$ cat src/rtl/ddsa_pkg.sv
`default_nettype none
// ----------------------------------------------------------------------------
// ddsa_pkg: shared types and constants for the decimal digit string adder
// Holds the digit-store size, the transaction payload types, the status codes
// and the command and status groups between the controller and the datapath.
// ----------------------------------------------------------------------------
package ddsa_pkg;

    localparam int MAX_DIGITS = 32;
    localparam int CNT_W      = $clog2(MAX_DIGITS);
    localparam int DIGIT_W    = 4;
    localparam int LEN_W      = 6;
    localparam int STAT_W     = 2;

    localparam logic [STAT_W-1:0] STAT_OK       = 2'd0;
    localparam logic [STAT_W-1:0] STAT_INVALID  = 2'd1;
    localparam logic [STAT_W-1:0] STAT_OVERFLOW = 2'd2;

    typedef struct packed {
        logic [DIGIT_W-1:0] digit_a;
        logic [DIGIT_W-1:0] digit_b;
        logic               operand_invalid;
        logic               last_position;
    } in_item_t;

    typedef struct packed {
        logic [DIGIT_W-1:0] sum_digit;
        logic [LEN_W-1:0]   sum_length;
        logic [STAT_W-1:0]  status;
        logic               last_digit;
    } out_item_t;

    // Controller to datapath
    typedef struct packed {
        logic take_item;   // input transaction completes this cycle
        logic drain_step;  // load the next result digit into the output register
        logic out_pop;     // output transaction completes this cycle
    } ctl_cmd_t;

    // Datapath to controller
    typedef struct packed {
        logic out_valid;   // output register holds a result
        logic item_last;   // current input item closes the run
        logic item_fail;   // run closing now ends in a single error result
        logic drain_final; // next drain step delivers the least significant digit
    } dp_sts_t;

endpackage
`default_nettype wire

$ cat src/rtl/decimal_digit_string_adder.sv
`default_nettype none
// ----------------------------------------------------------------------------
// decimal_digit_string_adder: adds two decimal digit strings
// Takes one digit position per transaction, least significant first, and
// returns the sum digits most significant first, or a single error result.
// ----------------------------------------------------------------------------
// Each input transaction carries the digits of both operands at one position
// (shorter operand padded with zero); the transaction flagged last_position
// closes the run. While loading, one position is taken per cycle, provided the
// output register is empty or being emptied. After the last position the block
// drains its digit file, one result per cycle while m_ready is high; the next
// run's first position is taken only after the least significant digit has
// entered the output register. An invalid operand or a digit above nine gives
// one result with status invalid; a sum needing MAX_DIGITS or more digits
// gives one result with status overflow; in both cases the block stays in its
// load state, ready for the next run. A final carry is emitted as a leading
// digit 1 without a write to the digit file.
// ----------------------------------------------------------------------------
module decimal_digit_string_adder
    import ddsa_pkg::*;
(
    input  wire logic      aclk,
    input  wire logic      aresetn,
    // Digit position channel
    input  wire logic      s_valid,
    output logic           s_ready,
    input  wire in_item_t  s_item,
    // Result digit channel
    output logic           m_valid,
    input  wire logic      m_ready,
    output out_item_t      m_item
);

    ctl_cmd_t cmd;
    dp_sts_t  sts;

    // Sequencer: hold the input off while draining, advance the drain pointer
    ddsa_ctrl u_ctrl (
        .aclk    (aclk),
        .aresetn (aresetn),
        .s_valid (s_valid),
        .s_ready (s_ready),
        .m_ready (m_ready),
        .sts     (sts),
        .cmd     (cmd)
    );

    // Datapath: decimal add, digit file, output register
    ddsa_datapath u_datapath (
        .aclk    (aclk),
        .aresetn (aresetn),
        .s_item  (s_item),
        .cmd     (cmd),
        .sts     (sts),
        .m_item  (m_item)
    );

    // Result valid comes straight from the output register
    assign m_valid = sts.out_valid;

endmodule
`default_nettype wire

$ cat src/rtl/ddsa_ctrl.sv
`default_nettype none
// ----------------------------------------------------------------------------
// ddsa_ctrl: load / drain sequencer
// Owns the input handshake and decides when the datapath takes a digit
// position and when it moves a stored digit into the output register.
// ----------------------------------------------------------------------------
module ddsa_ctrl
    import ddsa_pkg::*;
(
    input  wire logic     aclk,
    input  wire logic     aresetn,
    input  wire logic     s_valid,
    output logic          s_ready,
    input  wire logic     m_ready,
    input  wire dp_sts_t  sts,
    output ctl_cmd_t      cmd
);

    localparam logic S_LOAD  = 1'b0;
    localparam logic S_DRAIN = 1'b1;

    logic state_reg;
    logic state_next;
    logic slot_free;

    // Output register is free, or empties in this same cycle
    assign slot_free = !sts.out_valid || m_ready;

    always_comb begin
        s_ready        = (state_reg == S_LOAD) && slot_free;
        cmd.take_item  = s_valid && s_ready;
        cmd.drain_step = (state_reg == S_DRAIN) && slot_free;
        cmd.out_pop    = sts.out_valid && m_ready;
    end

    always_comb begin
        state_next = state_reg;
        unique case (state_reg)
            S_LOAD: begin
                if (cmd.take_item && sts.item_last && !sts.item_fail) begin
                    state_next = S_DRAIN;
                end
            end
            S_DRAIN: begin
                if (cmd.drain_step && sts.drain_final) begin
                    state_next = S_LOAD;
                end
            end
            default: state_next = S_LOAD;
        endcase
    end

    always_ff @(posedge aclk) begin
        if (!aresetn) begin
            state_reg <= S_LOAD;
        end else begin
            state_reg <= state_next;
        end
    end

endmodule
`default_nettype wire

$ cat src/rtl/ddsa_datapath.sv
`default_nettype none
// ----------------------------------------------------------------------------
// ddsa_datapath: decimal add, digit file and output register
// Adds one digit position per command with a decimal carry, stores the sum
// digits and feeds them back most significant first into the output register.
// ----------------------------------------------------------------------------
module ddsa_datapath
    import ddsa_pkg::*;
(
    input  wire logic      aclk,
    input  wire logic      aresetn,
    input  wire in_item_t  s_item,
    input  wire ctl_cmd_t  cmd,
    output dp_sts_t        sts,
    output out_item_t      m_item
);

    logic [DIGIT_W-1:0] digit_file [MAX_DIGITS];
    logic [DIGIT_W-1:0] rd_digit_reg;

    logic               carry_reg,    carry_next;
    logic [CNT_W-1:0]   count_reg,    count_next;
    logic               invalid_reg,  invalid_next;
    logic               overflow_reg, overflow_next;
    logic               drain_hi_reg, drain_hi_next;
    logic [CNT_W-1:0]   rd_ptr_reg,   rd_ptr_next;
    logic [LEN_W-1:0]   len_reg,      len_next;
    logic               m_valid_reg,  m_valid_next;
    out_item_t          m_item_reg,   m_item_next;

    logic               invalid_now;
    logic               overflow_now;
    logic               active;
    logic [DIGIT_W:0]   sum_raw;
    logic               carry_out;
    logic [DIGIT_W-1:0] sum_dig;
    logic               cnt_full;
    logic               push_ok;
    logic [CNT_W-1:0]   cnt_after;
    logic               hi_digit;
    logic               hi_ovf;
    logic               fail_last;
    logic [LEN_W-1:0]   len_final;
    logic               wr_en;
    logic               finish;
    logic               load_out;

    always_comb begin
        invalid_now = invalid_reg || s_item.operand_invalid
                      || (s_item.digit_a > 4'd9) || (s_item.digit_b > 4'd9);
        active      = !invalid_now && !overflow_reg;
        sum_raw     = {1'b0, s_item.digit_a} + {1'b0, s_item.digit_b}
                      + {{DIGIT_W{1'b0}}, carry_reg};
        carry_out   = sum_raw > 5'd9;
        sum_dig     = carry_out ? DIGIT_W'(sum_raw - 5'd10) : sum_raw[DIGIT_W-1:0];
        cnt_full    = count_reg == CNT_W'(MAX_DIGITS - 1);
        push_ok     = active && !cnt_full;
        overflow_now = overflow_reg || (active && cnt_full);
        cnt_after   = push_ok ? count_reg + CNT_W'(1) : count_reg;
        // Final carry becomes a leading digit 1, emitted from a flag
        hi_digit    = push_ok && carry_out;
        hi_ovf      = hi_digit && (cnt_after == CNT_W'(MAX_DIGITS - 1));
        fail_last   = invalid_now || overflow_now || hi_ovf;
        len_final   = LEN_W'(cnt_after) + LEN_W'(hi_digit);
        wr_en       = cmd.take_item && push_ok;
        finish      = cmd.take_item && s_item.last_position;
        load_out    = (finish && fail_last) || cmd.drain_step;
    end

    always_comb begin
        carry_next    = carry_reg;
        count_next    = count_reg;
        invalid_next  = invalid_reg;
        overflow_next = overflow_reg;
        drain_hi_next = drain_hi_reg;
        rd_ptr_next   = rd_ptr_reg;
        len_next      = len_reg;
        m_item_next   = m_item_reg;

        if (cmd.take_item) begin
            carry_next    = push_ok ? carry_out : carry_reg;
            count_next    = cnt_after;
            invalid_next  = invalid_now;
            overflow_next = overflow_now;
        end

        if (finish) begin
            carry_next    = 1'b0;
            count_next    = '0;
            invalid_next  = 1'b0;
            overflow_next = 1'b0;
            if (fail_last) begin
                m_item_next.sum_digit  = '0;
                m_item_next.sum_length = '0;
                m_item_next.status     = invalid_now ? STAT_INVALID : STAT_OVERFLOW;
                m_item_next.last_digit = 1'b1;
            end else begin
                drain_hi_next = hi_digit;
                rd_ptr_next   = cnt_after - CNT_W'(1);
                len_next      = len_final;
            end
        end

        if (cmd.drain_step) begin
            m_item_next.sum_length = len_reg;
            m_item_next.status     = STAT_OK;
            if (drain_hi_reg) begin
                m_item_next.sum_digit  = DIGIT_W'(1);
                m_item_next.last_digit = 1'b0;
                drain_hi_next          = 1'b0;
            end else begin
                m_item_next.sum_digit  = rd_digit_reg;
                m_item_next.last_digit = rd_ptr_reg == '0;
                rd_ptr_next            = rd_ptr_reg - CNT_W'(1);
            end
        end

        if (load_out) begin
            m_valid_next = 1'b1;
        end else if (cmd.out_pop) begin
            m_valid_next = 1'b0;
        end else begin
            m_valid_next = m_valid_reg;
        end
    end

    // Fetch the digit for the next drain step; pass a digit written at the
    // same edge straight through
    always_ff @(posedge aclk) begin
        if (wr_en) begin
            digit_file[count_reg] <= sum_dig;
        end
        if (wr_en && (count_reg == rd_ptr_next)) begin
            rd_digit_reg <= sum_dig;
        end else begin
            rd_digit_reg <= digit_file[rd_ptr_next];
        end
    end

    always_ff @(posedge aclk) begin
        rd_ptr_reg <= rd_ptr_next;
        len_reg    <= len_next;
        m_item_reg <= m_item_next;
        if (!aresetn) begin
            carry_reg    <= 1'b0;
            count_reg    <= '0;
            invalid_reg  <= 1'b0;
            overflow_reg <= 1'b0;
            drain_hi_reg <= 1'b0;
            m_valid_reg  <= 1'b0;
        end else begin
            carry_reg    <= carry_next;
            count_reg    <= count_next;
            invalid_reg  <= invalid_next;
            overflow_reg <= overflow_next;
            drain_hi_reg <= drain_hi_next;
            m_valid_reg  <= m_valid_next;
        end
    end

    always_comb begin
        sts.out_valid   = m_valid_reg;
        sts.item_last   = s_item.last_position;
        sts.item_fail   = fail_last;
        sts.drain_final = !drain_hi_reg && (rd_ptr_reg == '0);
    end

    assign m_item = m_item_reg;

    // A pending result is never overwritten before it is taken
    a_no_overwrite: assert property (@(posedge aclk) disable iff (!aresetn)
        load_out && m_valid_reg |-> cmd.out_pop)
        else $error("result overwritten in output register");

    // Error results carry no digits and close the run
    a_error_shape: assert property (@(posedge aclk) disable iff (!aresetn)
        m_valid_reg && (m_item_reg.status != STAT_OK) |->
            (m_item_reg.sum_length == '0) && m_item_reg.last_digit
            && (m_item_reg.sum_digit == '0))
        else $error("malformed error result");

    // Run state is clean once a run has closed
    a_run_cleared: assert property (@(posedge aclk) disable iff (!aresetn)
        finish |=> (count_reg == '0) && !carry_reg && !invalid_reg && !overflow_reg)
        else $error("run state not cleared after last position");

endmodule
`default_nettype wire
$ cat config.mk
export PLATFORM = sky130hd
export DESIGN_NAME = decimal_digit_string_adder
export DESIGN_NICKNAME = d
export VERILOG_FILES = /design/src/rtl/ddsa_pkg.sv /design/src/rtl/decimal_digit_string_adder.sv /design/src/rtl/ddsa_ctrl.sv /design/src/rtl/ddsa_datapath.sv
export SDC_FILE = /design/constraint.sdc
export NUM_CORES = 1
export LEC_CHECK = 0
export ABC_AREA = 0
export BUFFER_PORTS_ARGS = -buffer_cell sky130_fd_sc_hd__buf_2
export CORE_UTILIZATION = 45
export DETAILED_ROUTE_END_ITERATION = 16
export GPL_TIMING_DRIVEN = 0
export SLEW_MARGIN = 15
export SYNTH_ARGS = -nofsm -noshare
export SYNTH_HDL_FRONTEND = slang
export SYNTH_SLANG_ARGS = --single-unit
$ cat constraint.sdc
create_clock -name aclk -period 7.7 [get_ports aclk]
set_input_delay 1.155 -clock aclk [delete_from_list [all_inputs] [get_ports aclk]]
set_output_delay 1.155 -clock aclk [all_outputs]
set_load 0.005 [all_outputs]
==> flow_summary.json, run 1 <==
{
  "period_share": 0.537,
  "cts_max_level": 4,
  "max-clock-path-buffers": 2,
  "clkTransAtPathRegs_ns": 0.06,
  "start_util": 0.464,
  "holdBufCountCts": 0,
  "combPwrFrac": 0.249,
  "ir_drop_v": 0.000209,
  "switching_share": 0.275,
  "cts_buffers": 17,
  "antenna_found_initial": 0,
  "startpoint": "s_item[2]",
  "cts_tree": "built",
  "nNetsFinal": 526,
  "cts_root_buffer": "clkbuf_16",
  "ant_nets": 0,
  "drv_cap": 0,
  "r2r_slack_ns": 4.12,
  "drv_slew": 0,
  "async_flop_share": 0,
  "cp.arrival_ns": 4.20,
  "fin_hold_ws_ns": 0.464,
  "first_pass_iters": 5,
  "cts.sinks": 163,
  "period_minus_slack_ns": 4.13,
  "num_io_pins": 29,
  "setup_viol": 0,
  "grt_first_pass_wirelength_um": 22300,
  "tns_ns": 0,
  "route.detailed.drc": 0,
  "clockPowerShare": 0.324,
  "final_core_util": 0.531,
  "critical_path_class": "input port to register",
  "synth.largest_area_cell": "edfxtp_1",
  "postCtsSetupBuffers": 0,
  "cp_max_fo": 11,
  "r2r-end": "u_datapath.m_item[10]$_DFFE_PP_",
  "die_h_um": 127,
  "grt_overflow": 0,
  "rr_worst_depth": 8,
  "met2_usage": 0.299,
  "cts_resized": 0,
  "ys_top_cells_by_count": "edfxtp_1 (145), nor2_1 (43), mux4_2 (37)",
  "wire_per_inst_um": 20.2,
  "place.gp.congestion": 0.815,
  "yosysSeqAreaShare": 0.666,
  "io_buffer_count": 28,
  "end_kind": "register",
  "first_global_vias": 3953,
  "die_w_um": 127,
  "viasPerCell": 5.47,
  "ys_ff_latch": 163,
  "insertedDiodeCount": 0,
  "syn_area_sq_um": 7080,
  "via_count": 3936,
  "dpl.hpwl_um": 10400,
  "wl_um": 14500,
  "synthToLayoutAreaGrowth_pct": 14.5,
  "hold_viol_final": 0,
  "synth_ff_type": "edfxtp_1",
  "switching_power_w": 0.000683,
  "startpoint_type": "input port",
  "fin_skew_ns": 0.00588,
  "grt-busiest-layer": "met2",
  "die-area_sq_um": 16200,
  "slew_headroom": 0.428,
  "grt_max_degree": 34,
  "status": "finished clean",
  "min_path_type": "register to register",
  "synth_cells": 446,
  "drt_iter0_markers": 379,
  "grt_util_all_layers": 0.194,
  "powerDensity_nw_per_um2": 306,
  "insertion_delay_ns": 0.43,
  "max_freq_mhz": 242,
  "grtUsageMet1": 0.265,
  "p_leak_nw": 2.73,
  "seqPwrFrac": 0.427,
  "p_int_w": 0.00180,
  "ys_top_cells_by_area": "edfxtp_1 (62%), mux4_2 (12%), dfxtp_1 (5.1%), ha_1 (2.5%), nor2_1 (2.3%)",
  "syn_nets": 476,
  "gr-usage-met3": 0.0549,
  "yosysWarnings": 0,
  "cp-endpoint": "u_datapath.m_item[10]$_DFFE_PP_",
  "rows": 45,
  "core-area_sq_um": 15300,
  "layout-drive-gt1-share": 0.226,
  "worst_pin_slew_ns": 0.854,
  "largest_reg_flops": 128,
  "synth-edff-count": 145,
  "yosysMostFrequentCell": "edfxtp_1",
  "synth_cell_type_count": 46,
  "synth_top_area_frac": 0.615,
  "critPathRequiredTime_ns": 7.77,
  "rsz0062_at_grt": "false",
  "r2r_start": "u_datapath.carry_reg$_SDFFE_PP0P_",
  "synth.avg_cell_area_sq_um": 15.9
}
[critical path: stages]
cell and delay [ns]:
buf_2 0.11, fa_2 0.39, fa_1 0.41, xnor2_1 0.23, ha_1 0.30, o41ai_4 0.75
nand4_1 0.17, a21o_1 0.29, nand2_1 0.39
[placed cells by master (no fill, tap or decap), types with 3 or more instances in the layout]
cell type   instances
inv_1              10
buf_4               3
buf_2              34
clkbuf_1           13
mux4_2             37
clkbuf_16          17
mux2i_1             5
ha_1               14
o21ai_0            11
and3_1              9
a311oi_1            3
a21oi_1            12
a211oi_1            5
a21o_1              3
xnor2_1            11
or2_2               3
clkinvlp_4          3
edfxtp_1          145
nor2b_1            11
nand2_1            29
or3_1               4
nand3_1             8
dfxtp_1            18
nor2_1             43
o211ai_1            3
nand2b_1            3
nor3_1             13
[logic make-up (layout without fill, tap and decap cells)]
group / Yosys count / count (layout) / synth area share
multiplexers: 45 / 45 / 0.129
flip-flops: 163 / 163 / 0.666
buffers and inverters: 29 / 91 / 0.0191
XOR/XNOR: 15 / 15 / 0.0186
adder cells (fa/ha/maj): 16 / 16 / 0.0304
AO/OA/AOI/OAI: 45 / 45 / 0.0446
AND/OR/NAND/NOR: 133 / 133 / 0.0916
[power groups by stage]
stage | clock, W | combinational (W) | sequential [W]
floorplan | 0 | 0.000424 | 0.00108
global placement | 0 | 0.000588 | 0.00109
detailed placement | 0 | 0.000628 | 0.00108
CTS | 0.000812 | 0.000630 | 0.00106
global route | 0.000850 | 0.000669 | 0.00106
finish | 0.000804 | 0.000619 | 0.00106
[how the worst min path moves through the flow]
stage / cells past startpoint / slack [ns] / to / start
global placement: 2 / 0.44 / u_datapath.m_item[2]$_SDFFE_PP0P_ / u_datapath.m_item[2]$_SDFFE_PP0P_
floorplan: 2 / 0.45 / u_datapath.m_item[1]$_SDFFE_PP0P_ / u_datapath.m_item[1]$_SDFFE_PP0P_
detailed placement: 2 / 0.46 / u_datapath.m_item[2]$_SDFFE_PP0P_ / u_datapath.m_item[2]$_SDFFE_PP0P_
global route: 2 / 0.48 / u_datapath.m_item[1]$_SDFFE_PP0P_ / u_datapath.m_item[1]$_SDFFE_PP0P_
CTS: 2 / 0.47 / u_datapath.m_item[2]$_SDFFE_PP0P_ / u_datapath.m_item[2]$_SDFFE_PP0P_
finish: 2 / 0.46 / u_datapath.m_item[2]$_SDFFE_PP0P_ / u_datapath.m_item[2]$_SDFFE_PP0P_
[through the flow]
stage | worst slack (ns) | total power, W | instances | area, sq um
detailed placement | 3.03 | 0.00171 | 688 | 7550
global route | 3.44 | 0.00258 | 719 | 8100
finish | 3.57 | 0.00248 | 719 | 8100
floorplan | 3.31 | 0.00150 | 446 | 7080
CTS | 3.48 | 0.00250 | 719 | 8100
global placement | 1.92 | 0.00167 | 685 | 7480
[per-layer routing]
metal | wire (um) | vias to the layer above
met2 | 6960 | 101
li1 | - | 1824
met5 | 0 | -
met4 | 204 | 0
met3 | 719 | 17
met1 | 6610 | 1994
[layout make-up]
cell class	instances	area [sq um]
fillers	1240	7160
flip-flops and latches	163	4710
multi-input cells	254	2260
clock buffers	22	444
well taps	211	264
repair buffers	31	181
clock inverters	9	108
plain buffers	19	97.6
inverters	10	37.5
(Power assumes the default switching activity.)
==> run 2, diff against run 1 <==
Clock period 7.7 ns to 3.8 ns, I/O delays scaled along.
==> run 2 against run 1 <==
Combinational power grew 100%; worst setup slack lost 3.3 ns; critical path depth down 1; routed wire length is essentially flat; largest cell class unchanged.
==> flow_summary.json, run 2 (synthesized netlist as in run 1, its figures left out) <==
{
  "status": "finished clean",
  "setup_viol": 0,
  "critPathRequiredTime_ns": 3.87,
  "cpLargestDelayFamily": "adder cells",
  "io_buffer_count": 28,
  "cp.arrival_ns": 3.65,
  "cts.sinks": 163,
  "cts_max_level": 4,
  "slew_headroom": 0.232,
  "cp_max_fo": 11,
  "wl_met1_um": 7000,
  "powerDensity_nw_per_um2": 610,
  "drv_slew": 0,
  "startpoint_type": "register",
  "dr_wl_met3_um": 597,
  "hold_depth": 2,
  "wire_per_inst_um": 20.2,
  "cts_buffers": 17,
  "core-area_sq_um": 15300,
  "cpMostUsedCell": "fa_1",
  "tns_ns": 0,
  "grt_max_degree": 34,
  "path_depth": 8,
  "start_util": 0.464,
  "fillers": 1254,
  "p_leak_nw": 2.72,
  "drv_cap": 0,
  "postCtsSetupBuffers": 0,
  "cts_root_buffer": "clkbuf_16",
  "insertedDiodeCount": 0,
  "ir_drop_v": 0.000395,
  "most-common-layout-cells": "edfxtp_1 (145), nor2_1 (43), mux4_2 (37), buf_2 (34), nand2_1 (29)",
  "crit_chain": "fa_1 -> fa_1 -> xnor2_1 -> ha_1 -> o41ai_4 -> nand4_1 -> a21o_1 -> nand2_1",
  "die-area_sq_um": 16200,
  "fin_skew_ns": 0.00738,
  "clockPowerShare": 0.305,
  "multiInputGateArea_sq_um": 2250,
  "layout-drive-gt1-share": 0.220,
  "num_io_pins": 29,
  "end_kind": "register",
  "fin_hold_ws_ns": 0.413,
  "layout_commonest_cell": "edfxtp_1",
  "critPathMaxStageDelay_ns": 0.74,
  "p_int_w": 0.00357,
  "drt_iter0_markers": 345,
  "top_layer": "met4",
  "largest_reg_flops": 128,
  "route.detailed.drc": 0,
  "clkTransAtPathRegs_ns": 0.06,
  "period_minus_slack_ns": 3.58,
  "p_total_w": 0.00492,
  "max-clock-path-buffers": 2,
  "grt_util_all_layers": 0.195,
  "wl_met2_um": 6700,
  "place.gp.congestion": 0.797,
  "rr_worst_depth": 8,
  "rsz0062_at_grt": "false",
  "holdBufCountCts": 0,
  "grt_first_pass_wirelength_um": 22700,
  "first_pass_iters": 4,
  "hold_viol_final": 0,
  "crit_slowest_cell": "o41ai_4",
  "switching_share": 0.274,
  "pre_cts_slack_ns": -0.231,
  "antenna_found_initial": 0,
  "dpl.hpwl_um": 10200,
  "insertion_delay_ns": 0.43,
  "max_freq_mhz": 279,
  "critical_path_class": "register to register",
  "switching_power_w": 0.00135,
  "die_h_um": 127,
  "viasPerCell": 5.41,
  "via_count": 3877,
  "die_w_um": 127,
  "min_path_type": "input port to register",
  "grt_overflow": 0,
  "cts_tree": "built",
  "rows": 45,
  "seqPwrFrac": 0.437,
  "wl_um": 14500,
  "period_share": 0.942,
  "ff_latch_area_sq_um": 4710,
  "combPwrFrac": 0.257,
  "worst-path-buf-inv": 0,
  "first_global_vias": 3947,
  "fin_ws_ns": 0.220,
  "ant_nets": 0,
  "synthToLayoutAreaGrowth_pct": 14.0,
  "cts_resized": 0,
  "nNetsFinal": 526,
  "worst_pin_slew_ns": 1.15
}
-- run 2: changes by cell type in the layout (fill, tap and decap cells not counted) --
cell / previous run / this run
buf_8: 2 / 1
fa_2: 1 / 0
bufinv_16: 2 / 1
inv_6: 1 / 0
clkinv_4: 1 / 0
clkinvlp_4: 3 / 2
clkinv_1: 2 / 5
clkbuf_1: 13 / 10
buf_16: 0 / 1
fa_1: 1 / 2
clkinv_2: 0 / 1
-- run 2: cell type report --
| class | instances | area share |
|---|---|---|
| clock buffer | 19 | 0.0537 |
| sequential | 163 | 0.585 |
| tap | 211 | 0.0327 |
| timing repair buffer | 31 | 0.0241 |
| inverter | 10 | 0.00466 |
| multi-input combinational | 254 | 0.279 |
| buffer | 19 | 0.0121 |
| clock inverter | 9 | 0.00854 |
-- run 2: power by group through the flow --
stage | Combinational [W] | Clock, W | Sequential (W)
2_1_floorplan | 0.000863 | 0 | 0.00218
5_1_grt | 0.00138 | 0.00159 | 0.00215
3_5_place_dp | 0.00128 | 0 | 0.00219
4_1_cts | 0.00129 | 0.00152 | 0.00215
6_report | 0.00126 | 0.00150 | 0.00215
3_3_place_gp | 0.00120 | 0 | 0.00220
-- run 2: worst reg2reg max path, cell delays in order, from the launching register on --
cell and delay (ns):
dfxtp_1 0.32, fa_1 0.40, fa_1 0.43, xnor2_1 0.22
ha_1 0.28, o41ai_4 0.74, nand4_1 0.17, a21o_1 0.28
nand2_1 0.38
-- run 2: metrics by stage --
| step | cells | instance area (sq um) | util |
|---|---|---|---|
| after floorplan | 446 | 7080 | - |
| after global placement | 685 | 7480 | 0.490 |
| after detailed placement | 688 | 7560 | 0.496 |
| after CTS | 716 | 8060 | 0.528 |
| after global routing | 716 | 8060 | 0.528 |
| final | 716 | 8060 | 0.528 |
-- run 2: path summary, 6_finish.rpt --
check | startpoint | endpoint | slack, ns
worst min-delay path | aresetn | u_ctrl.state_reg$_SDFF_PN0_ | 0.41
worst max register to register | u_datapath.carry_reg$_SDFFE_PP0P_ | u_datapath.m_item[11]$_DFFE_PP_ | 0.22
worst min register to register | u_datapath.m_item[1]$_SDFFE_PP0P_ | u_datapath.m_item[1]$_SDFFE_PP0P_ | 0.46
worst max-delay path | u_datapath.carry_reg$_SDFFE_PP0P_ | u_datapath.m_item[11]$_DFFE_PP_ | 0.22
-- run 2: per-layer routing --
| layer | vias up | track usage |
|---|---|---|
| met1 | 1977 | 0.281 |
| li1 | 1811 | - |
| met4 | 0 | 0.0644 |
| met2 | 73 | 0.292 |
| met5 | - | 0 |
| met3 | 16 | 0.0498 |
==> run 3, diff against run 2 <==
Settings changed: CORE_UTILIZATION 45 to 47, PLACE_DENSITY from default to 0.66.
==> run 3 against run 2 <==
Core utilization is 2.8 points higher; register-to-register slack better by 0.06 ns; clock-buffer cell count is 2 higher; routed wire length is 0.24% lower; clock power is 12% higher; combinational power hardly changed.
==> flow_summary.json, run 3 (synthesized netlist as in run 1, its figures left out) <==
{
  "cp_max_fo": 8,
  "cts_buffers": 17,
  "cts_resized": 0,
  "via_count": 3959,
  "dpl.hpwl_um": 10200,
  "hold_viol_final": 0,
  "drt_iter0_markers": 338,
  "ir_drop_v": 0.000333,
  "first_global_vias": 4012,
  "grt_max_degree": 34,
  "worst_pin_slew_ns": 0.910,
  "die_h_um": 125,
  "critPathRequiredTime_ns": 3.86,
  "first_pass_iters": 4,
  "drv_slew": 0,
  "critical_path_class": "register to register",
  "die_w_um": 125,
  "layout_commonest_cell": "edfxtp_1",
  "holdBufCountCts": 0,
  "period_minus_slack_ns": 3.52,
  "pre_cts_slack_ns": -0.213,
  "wire_per_inst_um": 20.8,
  "most-common-layout-cells": "edfxtp_1 (145), nor2_1 (43), mux4_2 (37), buf_2 (34), nand2_1 (29)",
  "viasPerCell": 5.71,
  "die-area_sq_um": 15500,
  "wl_um": 14400,
  "cts_root_buffer": "clkbuf_16",
  "rsz0062_at_grt": "false",
  "insertedDiodeCount": 0,
  "synthToLayoutAreaGrowth_pct": 14.8,
  "cts_tree": "built",
  "layout-drive-gt1-share": 0.234,
  "setup_viol": 0,
  "clkTransAtPathRegs_ns": 0.06,
  "drv_cap": 0,
  "core-area_sq_um": 14600,
  "final_core_util": 0.557,
  "powerDensity_nw_per_um2": 627,
  "place.gp.congestion": 0.821,
  "ant_nets": 0,
  "cp.arrival_ns": 3.58,
  "insertion_delay_ns": 0.43,
  "io_buffer_count": 28,
  "cts_max_level": 4,
  "max_freq_mhz": 284,
  "cts.sinks": 163,
  "grt_first_pass_wirelength_um": 22900,
  "end_kind": "register",
  "fin_ws_ns": 0.275,
  "antenna_found_initial": 0,
  "postCtsSetupBuffers": 0,
  "fin_skew_ns": 0.00949,
  "grt_util_all_layers": 0.202,
  "min_path_type": "input port to register",
  "nNetsFinal": 527,
  "num_io_pins": 29,
  "max-clock-path-buffers": 2,
  "startpoint_type": "register",
  "largest_reg_flops": 128,
  "rows": 44,
  "start_util": 0.485,
  "status": "finished clean",
  "slew_headroom": 0.390,
  "period_share": 0.928,
  "p_leak_nw": 2.76,
  "grt_overflow": 0,
  "route.detailed.drc": 0
}
-- run 3: cell types whose count changed in the layout (fill, tap and decap cells not counted) --
| cell | change |
|---|---|
| clkinv_1 | -4 |
| bufinv_16 | +2 |
| clkbuf_1 | +2 |
| buf_6 | +1 |
| clkinv_2 | +1 |
| clkinv_4 | +1 |
| clkinvlp_4 | +1 |
| fa_1 | -1 |
| fa_2 | +1 |
| nor3_1 | -1 |
| nor3_2 | +1 |
-- run 3: path summary, 6_finish.rpt --
path	startpoint	to	slack, ns	cells after the start
worst max-delay path	u_datapath.count_reg[0]$_SDFFE_PP0P_	u_datapath.digit_file[14][1]$_DFFE_PP_	0.28	8
worst min-delay path	aresetn	u_ctrl.state_reg$_SDFF_PN0_	0.41	2
worst max register to register	u_datapath.count_reg[0]$_SDFFE_PP0P_	u_datapath.digit_file[14][1]$_DFFE_PP_	0.28	8
worst min register to register	u_datapath.m_item[2]$_SDFFE_PP0P_	u_datapath.m_item[2]$_SDFFE_PP0P_	0.46	2
-- run 3: layer usage --
metal | GRT usage | share of wire | wire [um]
met1 | 0.276 | 0.43 | 6230
met2 | 0.322 | 0.50 | 7160
met3 | 0.0451 | 0.059 | 849
met4 | 0.0652 | 0.014 | 201
met5 | 0 | 0 | 0
-- run 3: stage by stage --
stage          TNS, ns  instance area [sq um]  instances  total power (W)  hold slack [ns]
2_1_floorplan        0                   7080        446          0.00305            0.454
3_3_place_gp    -99.23                   7450        658          0.00339            0.444
3_5_place_dp     -4.81                   7540        662          0.00348            0.457
4_1_cts              0                   8110        693          0.00513            0.401
5_1_grt              0                   8120        693          0.00529            0.404
6_report             0                   8120        693          0.00510            0.408
-- run 3: where the power goes --
part	internal (W)	switching, W	total, W
combinational	0.000583	0.000687	0.00127
clock	0.00102	0.000653	0.00168
sequential	0.00212	0.0000270	0.00215
total	0.00373	0.00137	0.00510
-- run 3: area by class of cell --
type                            instances  area (sq um)
Inverter                               10          37.5
Tap cell                              184           230
Multi-Input combinational cell        254          2260
Sequential cell                       163          4710
Timing Repair Buffer                   32           205
Clock inverter                         10           135
Fill cell                            1137          6470
Buffer                                 19          97.6
Clock buffer                           21           440
-- run 3: worst max-delay path, cell delays in order (launching register included) --
cell,delay [ns]
dfxtp_1,0.40
ha_1,0.33
and3_1,0.22
ha_1,0.23
nor4_4,0.26
nand3_1,0.31
nor2_2,0.40
nand2_1,0.36
nor3_1,0.64
